===== config.mk =====
export PLATFORM = sky130hd
export DESIGN_NAME = earliest_free_server_assigner
export DESIGN_NICKNAME = d
export VERILOG_FILES = /design/src/rtl/efsa_pkg.sv /design/src/rtl/efsa_time_store.sv /design/src/rtl/efsa_mac.sv /design/src/rtl/earliest_free_server_assigner.sv
export SDC_FILE = /design/constraint.sdc
export NUM_CORES = 1
export LEC_CHECK = 0
export BUFFER_PORTS_ARGS = -buffer_cell sky130_fd_sc_hd__buf_2
export CORE_UTILIZATION = 40
export DETAILED_ROUTE_END_ITERATION = 8
export GPL_TIMING_DRIVEN = 0
export PLACE_DENSITY = 0.6
export REMOVE_ABC_BUFFERS = 1
export SETUP_SLACK_MARGIN = 0.05
export SYNTH_ARGS = -nofsm -noshare
export SYNTH_HDL_FRONTEND = slang
export SYNTH_SLANG_ARGS = --single-unit

===== constraint.sdc =====
create_clock -name clk -period 7.4 [get_ports clk]
set_input_delay 0.74 -clock clk [delete_from_list [all_inputs] [get_ports clk]]
set_output_delay 0.74 -clock clk [all_outputs]
set_load 0.01 [all_outputs]

===== src/rtl/efsa_pkg.sv =====
package efsa_pkg;

	// Field widths fixed by the interface.
	localparam int TIME_W    = 32;
	localparam int ITEM_W    = 16;
	localparam int COST_W    = 8;
	localparam int PROD_W    = ITEM_W + COST_W;
	localparam int SRV_IDX_W = 3;
	localparam int COUNT_W   = 4;
	localparam int COSTS_W   = 64;
	localparam int CFG_IDX_W = 2;

	// Configuration register indexes.
	localparam logic [CFG_IDX_W-1:0] REG_SERVER_COUNT = 2'd0;
	localparam logic [CFG_IDX_W-1:0] REG_SERVER_COSTS = 2'd1;

	// Write request into the free time store.
	typedef struct packed {
		logic                 en;
		logic [SRV_IDX_W-1:0] idx;
		logic [TIME_W-1:0]    data;
	} time_wr_t;

	// Per-item cost of one server from the packed cost register.
	function automatic logic [COST_W-1:0] cost_of(input logic [COSTS_W-1:0] costs,
			input logic [SRV_IDX_W-1:0] idx);
		logic [SRV_IDX_W+2:0] base;
		base = {idx, 3'b000};
		return costs[base +: COST_W];
	endfunction

endpackage


===== src/rtl/efsa_time_store.sv =====
module efsa_time_store import efsa_pkg::*; #(
	parameter int SERVERS = 8
) (
	input  logic                 clk,
	input  logic                 arst_n,
	input  time_wr_t             wr,
	input  logic [SRV_IDX_W-1:0] rd_idx,
	output logic [TIME_W-1:0]    rd_data
);

	localparam int IDX_W = (SERVERS > 1) ? $clog2(SERVERS) : 1;

	logic [TIME_W-1:0] time_q [SERVERS];

	// Free time of each server, cleared at reset.
	always_ff @(posedge clk or negedge arst_n) begin
		if (!arst_n) begin
			for (int i = 0; i < SERVERS; i++) begin
				time_q[i] <= '0;
			end
		end else if (wr.en) begin
			time_q[wr.idx[IDX_W-1:0]] <= wr.data;
		end
	end

	// One server is read per cycle by the scan.
	assign rd_data = time_q[rd_idx[IDX_W-1:0]];

endmodule


===== src/rtl/efsa_mac.sv =====
module efsa_mac import efsa_pkg::*; (
	input  logic              clk,
	input  logic              load,
	input  logic [ITEM_W-1:0] items,
	input  logic [COST_W-1:0] cost,
	input  logic [TIME_W-1:0] start,
	output logic [TIME_W-1:0] next_time
);

	logic [PROD_W-1:0] product_q;
	logic [TIME_W:0]   sum;

	// Job length is registered before the add.
	always_ff @(posedge clk) begin
		if (load) begin
			product_q <= PROD_W'(items) * PROD_W'(cost);
		end
	end

	// Saturating add onto the start time.
	always_comb begin
		sum       = {1'b0, start} + (TIME_W+1)'(product_q);
		next_time = sum[TIME_W] ? '1 : sum[TIME_W-1:0];
	end

endmodule


===== src/rtl/earliest_free_server_assigner.sv =====
// Channel    Direction  Handshake            Payload
// request    in         in_valid / in_stall  item_count
// result     out        out_valid/out_stall  chosen_server, start_time, latest_start
// config     in         cfg_write            cfg_index, cfg_data
//
// A request runs from acceptance to the return to idle through the scan of the active servers,
// one server per cycle through the comparator, then a multiply state, an add state and a result
// state. The next request is taken once the block is back in idle.
// Only one request is in flight; in_stall is high from acceptance until its result is taken.
// Reset clears all free times, the running maximum and the registers to their defaults.
// A stalled result holds its fields until it is taken.
module earliest_free_server_assigner import efsa_pkg::*; #(
	parameter int SERVERS = 8
) (
	input  logic                 clk,
	input  logic                 arst_n,
	input  logic                 in_valid,
	output logic                 in_stall,
	input  logic [ITEM_W-1:0]    item_count,
	output logic                 out_valid,
	input  logic                 out_stall,
	output logic [SRV_IDX_W-1:0] chosen_server,
	output logic [TIME_W-1:0]    start_time,
	output logic [TIME_W-1:0]    latest_start,
	input  logic                 cfg_write,
	input  logic [CFG_IDX_W-1:0] cfg_index,
	input  logic [COSTS_W-1:0]   cfg_data
);

	typedef enum logic [4:0] {
		ST_IDLE = 5'b00001,
		ST_SCAN = 5'b00010,
		ST_MUL  = 5'b00100,
		ST_ADD  = 5'b01000,
		ST_OUT  = 5'b10000
	} state_t;

	state_t               state_q;
	logic [COUNT_W-1:0]   server_count_q;
	logic [COSTS_W-1:0]   server_costs_q;
	logic [COUNT_W-1:0]   active;
	logic [SRV_IDX_W-1:0] last_idx;
	logic [SRV_IDX_W-1:0] last_q;
	logic [SRV_IDX_W-1:0] idx_q;
	logic [SRV_IDX_W-1:0] best_q;
	logic [TIME_W-1:0]    best_time_q;
	logic [TIME_W-1:0]    max_q;
	logic [ITEM_W-1:0]    items_q;
	logic [TIME_W-1:0]    rd_data;
	logic [TIME_W-1:0]    next_time;
	logic                 take;
	time_wr_t             wr;

	// Configuration registers; unknown indexes are ignored.
	always_ff @(posedge clk or negedge arst_n) begin
		if (!arst_n) begin
			server_count_q <= COUNT_W'(1);
			server_costs_q <= '0;
		end else if (cfg_write) begin
			case (cfg_index)
				REG_SERVER_COUNT: server_count_q <= cfg_data[COUNT_W-1:0];
				REG_SERVER_COSTS: server_costs_q <= cfg_data;
				default: ;
			endcase
		end
	end

	// Number of active servers, clamped to the range one to SERVERS.
	always_comb begin
		if (server_count_q == '0) begin
			active = COUNT_W'(1);
		end else if (server_count_q > COUNT_W'(SERVERS)) begin
			active = COUNT_W'(SERVERS);
		end else begin
			active = server_count_q;
		end
		last_idx = SRV_IDX_W'(active - COUNT_W'(1));
	end

	// Shared comparator: the first server, or a strictly earlier one, becomes the best.
	assign take = (idx_q == '0) || (rd_data < best_time_q);

	// Write-back of the advanced free time.
	always_comb begin
		wr.en   = (state_q == ST_ADD);
		wr.idx  = best_q;
		wr.data = next_time;
	end

	efsa_time_store #(
		.SERVERS(SERVERS)
	) u_store (
		.clk     (clk),
		.arst_n  (arst_n),
		.wr      (wr),
		.rd_idx  (idx_q),
		.rd_data (rd_data)
	);

	efsa_mac u_mac (
		.clk       (clk),
		.load      (state_q == ST_MUL),
		.items     (items_q),
		.cost      (cost_of(server_costs_q, best_q)),
		.start     (best_time_q),
		.next_time (next_time)
	);

	// Sequencer: scan, multiply, add, then present the result.
	always_ff @(posedge clk or negedge arst_n) begin
		if (!arst_n) begin
			state_q <= ST_IDLE;
			idx_q   <= '0;
			last_q  <= '0;
			max_q   <= '0;
		end else begin
			case (state_q)
				ST_IDLE: begin
					if (in_valid) begin
						idx_q   <= '0;
						last_q  <= last_idx;
						state_q <= ST_SCAN;
					end
				end
				ST_SCAN: begin
					if (idx_q == last_q) begin
						state_q <= ST_MUL;
					end else begin
						idx_q <= idx_q + SRV_IDX_W'(1);
					end
				end
				ST_MUL: begin
					if (best_time_q > max_q) begin
						max_q <= best_time_q;
					end
					state_q <= ST_ADD;
				end
				ST_ADD: begin
					state_q <= ST_OUT;
				end
				ST_OUT: begin
					if (!out_stall) begin
						state_q <= ST_IDLE;
					end
				end
				default: state_q <= ST_IDLE;
			endcase
		end
	end

	// Payload registers of the request and the running best.
	always_ff @(posedge clk) begin
		if (state_q == ST_IDLE && in_valid) begin
			items_q <= item_count;
		end
		if (state_q == ST_SCAN && take) begin
			best_q      <= idx_q;
			best_time_q <= rd_data;
		end
	end

	assign in_stall      = (state_q != ST_IDLE);
	assign out_valid     = (state_q == ST_OUT);
	assign chosen_server = best_q;
	assign start_time    = best_time_q;
	assign latest_start  = max_q;

	// The running maximum never falls below the reported start time.
	assert property (@(posedge clk) disable iff (!arst_n)
		out_valid |-> latest_start >= start_time)
		else $error("latest_start below start_time");

	// The chosen server lies within the active set.
	assert property (@(posedge clk) disable iff (!arst_n)
		out_valid |-> chosen_server <= last_q)
		else $error("chosen server outside active set");

	// Only one request is in flight at a time.
	assert property (@(posedge clk) disable iff (!arst_n)
		!in_stall |-> !out_valid)
		else $error("ready while a result is pending");

	// An accepted request closes the input until its result is taken.
	assert property (@(posedge clk) disable iff (!arst_n)
		(in_valid && !in_stall) |=> in_stall)
		else $error("input not closed after acceptance");

endmodule


======== After elaboration in Yosys (flattened, before gate mapping) ========
Cells that the tools add are included.
W data, S select, Z words.
word-level totals
  bits in registers ....................... 442
  memory bits (read-only) ................. 0
  bits in writable memories ............... 0
  memories kept ........................... 0
  bits of input ports ..................... 87
  bits in latches ......................... 0
  output and inout bits ................... 69
  logic and storage cells ................. 73
cells by class
  multipliers ............................. 1
  reduce and logical (&&, ||, !) cells .... 14
  $add $sub $neg .......................... 3
  equal/unequal tests ..................... 12
  shift-type cells ........................ 1
  order comparisons ....................... 6
  bitwise logic cells ..................... 2
  div/mod/pow operators ................... 0
  mux-type cells .......................... 16
operators with widths
  operator              count
  $bwmux W256           1
  $mux W32              4
  $bmux W32 S3          1
  $demux W32 S3         1
  $shiftx A64 B7 Y8     1
  $add A32 B24 Y33      1
  $gt A32 B32 Y1        1
  $lt A32 B32 Y1        1
  $pmux W5 S5           1
  $mul A16 B8 Y24       1
  $mux W5               3
  $mux W3               4
  $ge A4 B4 Y1 const B  2
  $ne A2 B2 Y1 const B  4
  $not A3 Y4            2
  $reduce_and A2 Y1     4
  $pmux W3 S2           1
  $reduce_and A3 Y1     2
  $eq A5 B1 Y1 const B  1
  $eq A5 B2 Y1 const B  1
  $eq A5 B3 Y1 const B  1
  $eq A5 B4 Y1 const B  1
  $eq A5 B5 Y1 const B  1
  $ne A5 B1 Y1 const B  1
  other kinds (12)      14

======== Depth between registers and ports, before layout ========
  depth after elaboration ................. 7
  gate-level depth with buffers ........... 26
  mapped depth without buffers ............ 23

======== Cells and area by module ========
A second synthesis with hierarchy kept.
second synthesis, totals
  cells, all modules ...................... 1,975
  area total of the unflattened synthesis .. 25,973.7 um^2
by module, submodules not included
  module                         times used  area an instance (um^2)  cells each  sequential area each (um^2)
  efsa_time_store                1           11,639.9                 665         6,406.1
  earliest_free_server_assigner  1           7,955.1                  573         4,311.6
  efsa_mac                       1           6,378.6                  737         720.7

======== Worst setup path before layout ========
Ideal clock, no wire load.
  path type ............................... reg2reg
  start ................................... reg best_q[2] (netlist: chosen_server[2])
  end ..................................... reg u_mac.product_q[21], data pin
  clock period less this slack ............ 6.562 ns
  setup slack ............................. 0.838 ns
  path buffers ............................ 3
  stages on the path, launching flop included .. 22
  setup time .............................. 0.139 ns
  required time ........................... 7.261 ns
  arrival time ............................ 6.423 ns
  cell sequence ........................... edfxtp_1 > clkbuf_1 > buf_1 > mux2i_1 > o2bb2ai_1 > a221oi_1 > clkbuf_1 > nor2b_1 > fa_1 > fa_1 > fa_1 > inv_1 > fa_1 > inv_1 > ha_1 > or4_1 > o21ai_1 > o21ai_1 > o41ai_2 > o21ai_1 > a2111oi_0 > nand4b_1
on the way
  longest elaborated chain between the ends .. 2
RTL lines
  what                    RTL line                              source
  from (decl)             earliest_free_server_assigner.sv:45   logic [SRV_IDX_W-1:0] best_q;
  from (signal assigned)  earliest_free_server_assigner.sv:157  best_q <= idx_q;
  $shiftx A64 B7 Y8       efsa_pkg.sv:29                        return costs[base +: COST_W];
  $mul A16 B8 Y24         efsa_mac.sv:16                        product_q <= PROD_W'(items) * PROD_W'(cost);
  to (signal assigned)    efsa_mac.sv:16
  to (decl)               efsa_mac.sv:10                        logic [PROD_W-1:0] product_q;
No other way between the ends.
A chain may end at the register's enable or synchronous reset.

======== Worst setup path after layout ========
  start ................................... reg best_q[1] (netlist: chosen_server[1])
  end ..................................... reg u_mac.product_q[21], data pin
Same word-level chain as after synthesis.

==> results.txt <==
----------------------------------------------------
[Critical path]
  Crit path arrival time ... 7410 ps
  Crit path buffers/inverters ... 4
  Worst-path maximum fanout ... 20
  Slowest stage delay, CP ... 890 ps
  Cell repeated most along the worst path ... sky130_fd_sc_hd__fa_1
  Type of origin of the critical path ... flip-flop
  Type of destination of the critical path ... flip-flop
  Top delay family on crit path ... adder cells
  Cell-by-cell listing of the critical path ... buf_16, mux4_2, mux2i_4, nand2b_1, fa_1, fa_1, inv_1, fa_1, inv_1, fa_1, inv_1, ha_1, or4_1, o21ai_1, o21ai_1, o41ai_2, o21ai_1, a2111oi_0, nand4b_1
  Worst path required time ... 7840 ps
  WS Path Type ... reg -> reg
  Worst path slowest cell ... sky130_fd_sc_hd__edfxtp_1

[Floorplanning]
  Die Area ... 0.06374 mm^2
  Boundary Pins ... 156
  Width of the chip ... 252.5 um
  Number of cell rows ... 91
  Initial core utilization ... 40.59%
  Chip height ... 252.5 um
  Core Region ... 0.06183 mm^2

[Place]
  Detailed-placement wirelength estimate ... 44710 um
  Setup WS pre-CTS ... -200.7 ps
  IO buf count ... 155
  Final Wtd Congestion ... 0.8202

[Clocking]
  Number of buffers created by CTS ... 50
  Clock tree from TritonCTS ... built
  CTS sink count ... 442
  Clock transition time at the flip-flop clock pins of the worst setup and hold paths ... 60 ps
  Depth of the CTS H-tree ... 2
  Clk buf depth ... 3
  Master cell of the clock root buffer ... sky130_fd_sc_hd__clkbuf_16
  Clock latency of the later-clocked register in the worst-skew pair ... 610 ps

[Route]
  Number of DRC violations after detailed-routing iteration 0 ... 1050
  Via density ... 5.285
  Remaining DRCs ... 0
  Antenna Nets Post-Route ... 0
  Routed len/inst ... 19.03 um
  Drt pass-1 iters ... 5
  Wire length reported by the detailed router ... 62080 um
  Via count of the routed design ... 17240

[Timing]
  Ratio of final minimum period to clock period ... 94.20%
  Worst slack on hold paths ... 103.1 ps
  Peak clock frequency supported by timing ... 0.1435 GHz
  Transition at the pin with the smallest max-transition slack ... 1352 ps
  Hold violation total from the final report ... 0
  RSZ-0062 raised after global routing ... no
  Final slew viol count ... 0
  Slew margin rel. ... 9.640%
  Crit path time final ... 6971 ps
  Final setup vio count ... 0
  Final Worst Setup Slack ... 429.3 ps
  Max Clock Skew ... 39.73 ps

[Layout]
  Layout cells sized above 1 ... 20.92%
  Area Overhead vs Synth ... 15.60%
  Highest-count cells in the layout ignoring fill and taps ... sky130_fd_sc_hd__dfrtp_1 (362), sky130_fd_sc_hd__nand2_1 (269), sky130_fd_sc_hd__o21ai_1 (209)
  Most common library cell in the layout ignoring fill and taps ... sky130_fd_sc_hd__dfrtp_1
  Net count reported at finish ... 2689

[Yosys]
  Sequential element share of the synthesized area ... 45.58%
  Register bit count reported by yosys ... 442
  Post-Synthesis Cell Area ... 0.02509 mm^2
  Predominant post-synthesis flop cell ... sky130_fd_sc_hd__dfrtp_1
  Unique cell type count in the Yosys netlist ... 66
  Ys async rst share ... 83.03%
  Synth warn ... 0
  Number of enable flip-flop cells after synthesis ... 75
  Syn avg cell area ... 11.17 um^2
  Post-synthesis instance total ... 2246

[Global route]
  Via count of the first global-routing pass ... 18170
  Global-route track usage on met3 ... 2.503%
  Most used routing layer in global routing ... met2
  Remaining global-route overflow ... 0
  Met1 Resource Use GR ... 26.23%
  Maximum number of pins on one net before global-route repair ... 122
  Total global routing track utilization ... 19.92%
  Initial antenna violation count ... 2
  Global-route wire length before repair ... 100100 um
  Met2 Usage GRT ... 34.51%

[Job]
  Max-cap viol count ... 0

[Hold path]
  Worst Hold Class ... in -> async

[Pwr]
  P_leak ... 13.44 nW
  P per Cell Area ... 453.6 mW/mm^2
  Maximum vdd ir drop ... 0.6125 mV
  Final Power ... 13.16 mW

[Run status]
  Status ... complete, no violations

----------------------------------------------------
## kinds of logic (layout without fill, tap and decap cells)
family | after synthesis | after routing | synth area share, %
and+or+nand+nor | 573 | 573 | 10.98
adders and majority gates | 219 | 219 | 13.46
buffers and inverters | 285 | 462 | 4.333
xor gates and xnor gates | 41 | 41 | 1.431
AOI/OAI and AO/OA | 441 | 441 | 10.20
other | 0 | 2 | 0
muxes | 245 | 245 | 14.01
DFF | 442 | 442 | 45.58
## layout make-up
class                   count  area (um^2)
flip-flops and latches    442        11450
inverters                 183        686.9
diodes                      2        5.005
clock buffers              70         1459
clock inverters            22        292.8
well taps                 837         1047
repair buffers            187         1426
fillers                  5631        32820
multi-input cells        1519        12640
## timing repair
| item | in CTS | in global routing |
|---|---|---|
| buffers inserted | 0 | 1 |
| endpoints found under the setup margin | 5 | 6 |
| resized for setup | 1 | 1 |
| hold buffers | 0 | 0 |
| cloned | 0 | 0 |
## state kept, by name, summed over array words and instances, names as in the netlist
signal,cells
server_count_q,4
state_q,5
latest_start,32
last_q,3
chosen_server,3
u_store.time_q,256
u_mac.product_q,24
start_time,32
server_costs_q,64
items_q,16
idx_q,3
## Yosys cell counts, drive strengths merged (5+ instances only)
cell	count	area, um^2
a211oi	6	50.05
a21o	39	292.8
a21oi	68	351.6
and2	34	212.7
and3	14	87.58
buf	22	100.1
clkbuf	80	300.3
dfrtp	365	9134
edfxtp	75	2252
fa	85	1702
ha	134	1677
inv	183	686.9
mux2	121	1370
mux2i	52	524.3
mux4	72	1622
nand2	271	1017
nand2b	23	143.9
nand3	18	90.09
nand3b	7	52.55
nand4	16	100.1
nor2	75	321.6
nor2b	88	550.5
nor3	9	50.05
nor3b	5	37.54
nor4	8	50.05
o211ai	9	67.56
o21a	12	90.09
o21ai	263	1316
o31ai	8	60.06
xnor2	32	280.3
xor2	9	78.83
## through the flow
stage,area (um^2),setup TNS [ps],utilization (%),std cells
after floorplan,24690,0,-,2144
after global placement,26520,-507740,42.89,3136
after detailed placement,27220,-370.1,44.03,3167
after CTS,28980,0,46.87,3259
after global routing,29010,0,46.92,3262
final,29010,0,46.92,3262
## power by group
group	switching (mW)	leakage (nW)	internal [mW]	total [mW]
combinational	4.09	6.93	3.10	7.19
sequential	0.286	5.65	3.08	3.36
clock	1.05	0.857	1.56	2.61
## per-layer routing
metal	part of all wire (%)	vias to the layer above
li1	-	8106
met5	0	-
met1	43	8687
met4	2.4	0
met2	50	343
met3	4.0	104
## path summary, 6_finish.rpt
kind,slack (ps),cells past startpoint,from,end
worst min register to register,480,2,u_store.time_q[95],u_store.time_q[95]
worst max register to register,430,19,chosen_server[1],u_mac.product_q[21]
worst min-delay path,100,1,arst_n,u_store.time_q[31]
max in group asynchronous,5730,3,arst_n,server_costs_q[30]
worst max-delay path,430,19,chosen_server[1],u_mac.product_q[21]
min in group clk,310,1,item_count[6],items_q[6]
No activity file was read; power rests on OpenSTA's default activity.
